### src/rtl/rbsi_pkg.sv
`default_nettype none
// ----------------------------------------------------------------------------
// Ray/box slab intersect package
// Shared types and constants for the slab intersect pipeline.
// ----------------------------------------------------------------------------
package rbsi_pkg;

   localparam int unsigned NUM_AXES = 3;
   localparam int unsigned COORD_W  = 32;
   localparam int unsigned CSR_IDX_W = 3;

   typedef enum logic [CSR_IDX_W-1:0] {
      CSR_BOX_MIN_X = 3'd0,
      CSR_BOX_MIN_Y = 3'd1,
      CSR_BOX_MIN_Z = 3'd2,
      CSR_BOX_MAX_X = 3'd3,
      CSR_BOX_MAX_Y = 3'd4,
      CSR_BOX_MAX_Z = 3'd5
   } csr_idx_type;

   localparam logic signed [COORD_W-1:0] BOX_MIN_RESET = -32'sd65536;
   localparam logic signed [COORD_W-1:0] BOX_MAX_RESET = 32'sd65536;

   // Per-axis status that travels with a plane distance pair.
   typedef struct packed {
      logic zero_dir;
      logic contained;
   } slab_flags_type;

endpackage : rbsi_pkg
`default_nettype wire

### src/rtl/rbsi_axis_front.sv
`default_nettype none
// ----------------------------------------------------------------------------
// Slab axis front end
// Forms the two scaled plane numerators of one axis and the zero-direction
// containment flags, registered.
// ----------------------------------------------------------------------------
module rbsi_axis_front #(
   parameter int unsigned FRAC_BITS = 16,
   parameter int unsigned NUM_W = 57
) (
   input  wire                            clock,
   input  wire                            enable,
   input  wire signed [31:0]              box_lo,
   input  wire signed [31:0]              box_hi,
   input  wire signed [31:0]              origin,
   input  wire signed [31:0]              dir,
   output logic signed [NUM_W-1:0]        num_lo_ff,
   output logic signed [NUM_W-1:0]        num_hi_ff,
   output logic signed [31:0]             dir_ff,
   output rbsi_pkg::slab_flags_type       flags_ff
);
   import rbsi_pkg::*;

   logic signed [32:0] diff_lo, diff_hi;
   slab_flags_type     flags_in;

   assign diff_lo = 33'(box_lo) - 33'(origin);
   assign diff_hi = 33'(box_hi) - 33'(origin);

   always_comb begin
      flags_in.zero_dir  = (dir == '0);
      flags_in.contained = (box_lo <= origin) && (origin <= box_hi);
   end

   always_ff @(posedge clock) begin
      if (enable) begin
         num_lo_ff <= NUM_W'(diff_lo) <<< FRAC_BITS;
         num_hi_ff <= NUM_W'(diff_hi) <<< FRAC_BITS;
         dir_ff    <= dir;
         flags_ff  <= flags_in;
      end
   end

endmodule : rbsi_axis_front
`default_nettype wire

### config.mk
export PLATFORM = sky130hd
export DESIGN_NAME = rbsi_axis_front
export DESIGN_NICKNAME = d
export VERILOG_FILES = /design/src/rtl/rbsi_pkg.sv /design/src/rtl/rbsi_axis_front.sv
export SDC_FILE = /design/constraint.sdc
export NUM_CORES = 1
export LEC_CHECK = 0
export ABC_AREA = 1
export BUFFER_PORTS_ARGS = -buffer_cell sky130_fd_sc_hd__buf_2
export CORE_UTILIZATION = 51
export DETAILED_ROUTE_END_ITERATION = 16
export GPL_ROUTABILITY_DRIVEN = 0
export PLACE_DENSITY = 0.82
export SETUP_SLACK_MARGIN = 0.05
export SLEW_MARGIN = 20
export SYNTH_ARGS = -nofsm -noshare
export SYNTH_HDL_FRONTEND = slang
export SYNTH_SLANG_ARGS = --single-unit
### constraint.sdc
create_clock -name clock -period 2 [get_ports clock]
set_input_delay 0.1 -clock clock [delete_from_list [all_inputs] [get_ports clock]]
set_output_delay 0.1 -clock clock [all_outputs]
set_load 0.02 [all_outputs]
==> results.md <==
- TritonCTS created 9 clock buffers.
- The worst setup path is of the in2reg kind.
- The via count of the first global-routing pass is about 7600.
- Of all nets on the critical path, the largest fanout is 4.
- The mean area per synthesized cell is roughly 8.0 µm².
- Synthesis inferred 100 register bits.
- The hold violation total from the final report came to 0.
- The worst setup path is launched from an input port.
- The floorplan step set the die height to around 130 µm.
- Clock tree synthesis found a total of 100 sinks.
- The count of unique library cells instantiated by Yosys is 33.
- The tightest min-delay check is of the in2reg type.
- The power per cell area is about 700 mW/mm².
- Before antenna repair, the detailed router went through 5 iterations.
- The initial DRC count is 556.
- The fraction of power spent switching nets is between 30% and 40%.
- Measured along the x axis, the die boundary spans ~130 µm.
- The final wirelength is about 24000 µm.
- The tree is rooted in a sky130_fd_sc_hd__clkbuf_16.
- Compared with the post-synthesis result, the final layout area differs by 24.7%.
- The worst-case IR drop observed on VDD is between 400 and 500 µV.
- The total congestion overflow after global routing is 0.
- In this run the remaining antenna-violating nets after routing total 0.
- The cell count after synthesis is roughly 980.
- The core footprint is approximately 0.015 mm².
- The data required time of the critical path is around 2.2 ns.
- The share of cells above drive strength 1 is between 20% and 30%.
- The clock transition at the register clock pins on the worst setup and hold paths after CTS is 0.08 ns.
- For this configuration, the core starts out at a cell density of ~53%.
- Of the available clock period, the critical path in the final layout requires a little under nine tenths.
- The pin slew with the least headroom to its limit is around 0.52 ns.
- The largest single stage delay on the critical path is 0.37 ns.
- Internal power comes to ~4.4 mW.
- The critical path contains buffers and inverters numbering 3 combined.
- The number of antenna diodes in the final layout is 0.
- The count of buffers from port buffering is around 250.
- The total via count in the routed design is roughly 8000.
- Post-CTS repair changed the size of 0 cells.
- The cell type with the highest occurrence count on the critical path is sky130_fd_sc_hd__nand2_1.
- The worst slew margin relative to its limit is between 60% and 70%.
- Row generation in the floorplan step produced between 40 and 50 rows.
- In this run, flip-flops and latches consume 40.0% of the power.
- The leading cell type in the layout, fill and taps excluded is sky130_fd_sc_hd__nand2_1.
- In this run the power spent charging and discharging nets is approximately 2.5 mW.
- The total number of yosys warnings is 0.
- The final number of max-transition violations was 0.
- Summing all non-filler instances in the final layout gives an area of between 0.009 and 0.01 mm².
- The post-route total power is between 6 and 7 mW.
- The endpoint kind of the worst setup timing path is a flip-flop.
- On the final layout, the worst hold slack is 0.192 ns.
- The worst path arrival time is about 1.9 ns.
- The highest clock rate is just under 0.6 GHz.
- After synthesis the cells add up to 0.00783 mm².
- The detail-routed net length per standard cell is approximately 16 µm.
- For this run, design rule violations remaining after detail routing come to 0.
- The number of nets in the layout is 1460.
- In this run the deepest clock path goes through 2 buffers.
- The average vias per placed instance is ~5.5.
- The signal on the critical path passes through buf_2 -> inv_1 -> ha_1 -> nand2_1 -> nor2_1 -> nand2_1 -> nor4_1 -> buf_4 -> a21oi_1 -> nand2_1 -> nand2_1 -> nor2_1.
- The clock period could shrink to 1.72 ns.
- The share of power burned in combinational logic is between 30 and 40%.
- The placed standard-cell area is between 0.009 and 0.01 mm².
- Summed over all nets, the half-perimeter wirelength after detailed placement is between 15000 and 20000 µm.
- Leaving out fill and tap cells, the most frequent cells in the layout are sky130_fd_sc_hd__nand2_1, sky130_fd_sc_hd__buf_2, sky130_fd_sc_hd__inv_1, sky130_fd_sc_hd__edfxtp_1, sky130_fd_sc_hd__nor2_1.
- The first global-routing pass estimated ~37000 µm of wire.
- The static leakage is between 4 and 5 nW.
- Per report_power, the clock group accounts for between 20% and 30% of the total.
- For this design, the slowest cell found on the critical path is sky130_fd_sc_hd__ha_1.
- The worst path meets setup with 0.285 ns of slack.
- The global router's overall resource usage is between 30% and 40%.
- The number of top-level design ports is ~280.
- The sequential-to-total area share from yosys stat is 38.4%.
- The total negative slack is 0 ns.
- The flow ran to the end, and the final reports show no timing, DRC or antenna violations.
- Setup repair after global routing left no endpoint under its margin.
- Entering global routing, the biggest net connects 48 pins.
- TritonCTS built the clock tree.
- The area enclosed by the die boundary is 0.0158 mm².
- The H-tree was split into 3 levels.
- Max-cap violations in this run came to 0.
- The initial antenna violation count was 0.
- The minimum setup slack after placement is -0.0325 ns.
- Setup violations remaining at the end of the flow were counted as 0.
- The category of cells accounting for the largest share of critical-path delay is simple AND/OR/NAND/NOR gates.
## synthesized netlist by cell type
master | count | area (µm²)
sky130_fd_sc_hd__nor2_4 | 1 | 11.3
sky130_fd_sc_hd__a21oi_1 | 82 | 410
sky130_fd_sc_hd__a21oi_2 | 2 | 17.5
sky130_fd_sc_hd__nand3b_1 | 2 | 15.0
sky130_fd_sc_hd__a21o_1 | 8 | 60.1
sky130_fd_sc_hd__nand3_1 | 39 | 195
sky130_fd_sc_hd__buf_2 | 1 | 5.00
sky130_fd_sc_hd__nand3_2 | 5 | 50.1
sky130_fd_sc_hd__a21boi_2 | 1 | 11.3
sky130_fd_sc_hd__o211ai_1 | 2 | 15.0
sky130_fd_sc_hd__o21a_1 | 10 | 75.1
sky130_fd_sc_hd__nand4_1 | 15 | 93.8
sky130_fd_sc_hd__fa_1 | 2 | 40.0
sky130_fd_sc_hd__o21ai_0 | 36 | 180
sky130_fd_sc_hd__nor2_1 | 96 | 360
sky130_fd_sc_hd__nand2_2 | 9 | 56.3
sky130_fd_sc_hd__nor3_2 | 2 | 20.0
sky130_fd_sc_hd__inv_1 | 119 | 447
sky130_fd_sc_hd__a31oi_1 | 3 | 18.8
sky130_fd_sc_hd__nor2_2 | 5 | 31.3
sky130_fd_sc_hd__nor3_1 | 2 | 10.0
sky130_fd_sc_hd__xnor2_1 | 8 | 70.1
sky130_fd_sc_hd__nand2_1 | 248 | 931
sky130_fd_sc_hd__nor4_1 | 13 | 81.3
sky130_fd_sc_hd__edfxtp_1 | 100 | 3000
sky130_fd_sc_hd__o21ai_1 | 3 | 15.0
sky130_fd_sc_hd__conb_1 | 1 | 3.75
sky130_fd_sc_hd__o21bai_1 | 6 | 45.0
sky130_fd_sc_hd__o21ai_2 | 8 | 70.1
sky130_fd_sc_hd__or2_4 | 2 | 17.5
sky130_fd_sc_hd__buf_4 | 48 | 360
sky130_fd_sc_hd__xor2_1 | 32 | 280
sky130_fd_sc_hd__ha_1 | 66 | 826
## power groups by stage
stage	combinational, mW	sequential [mW]	clock (mW)
2_1_floorplan	1.31	3.15	0
3_3_place_gp	2.39	2.79	0
3_5_place_dp	2.42	2.79	0
4_1_cts	2.48	2.75	1.63
5_1_grt	2.73	2.78	1.71
6_report	2.53	2.76	1.61
## stage by stage
stage	util, %	cells
floorplan	-	1008
global placement	62.2	1403
detailed placement	62.2	1403
CTS	66.1	1451
global route	66.1	1451
finish	66.1	1451
## cell type report
class	instances	area [µm²]
clock buffers	11	233
clock inverters	5	28.8
fillers	1212	5000
inverters	119	447
multi-input cells	740	4130
flip-flops and latches	100	3000
well taps	184	230
repair buffers	292	1690
## cells by family after synthesis
group                      count (synthesis)  synth area share, %
AOI/OAI and AO/OA                        161                 11.7
buffers and inverters                    168                 10.4
other                                      1               0.0479
adders and majority gates                 68                 11.1
DFF                                      100                 38.4
and+or+nand+nor                          439                 23.9
xor gates and xnor gates                  40                 4.48
## flip-flops by register name (all words and copies together), names as in the netlist
name / cells
dir_ff: 32
flags_ff: 2
num_lo_ff: 33
num_hi_ff: 33
## path summary, 6_finish.rpt
kind              startpoint                       to  cells after the start
hold / removal        enable  num_lo_ff[39]$_DFFE_PP_                      1
setup / recovery   origin[4]    flags_ff[0]$_DFFE_PP_                     12
## per-layer routing
| metal | wire (µm) | global-route usage [%] |
|---|---|---|
| met1 | 9280 | 35.9 |
| met2 | 11200 | 52.1 |
| met3 | 2260 | 4.50 |
| met4 | 1070 | 16.4 |
| met5 | 0 | 0 |
## timing repair
action	4_1_cts	5_1_grt
hold endpoints to repair	32	0
hold buffers	32	0
buffers inserted	0	0
No activity file was read; power rests on OpenSTA's default activity.
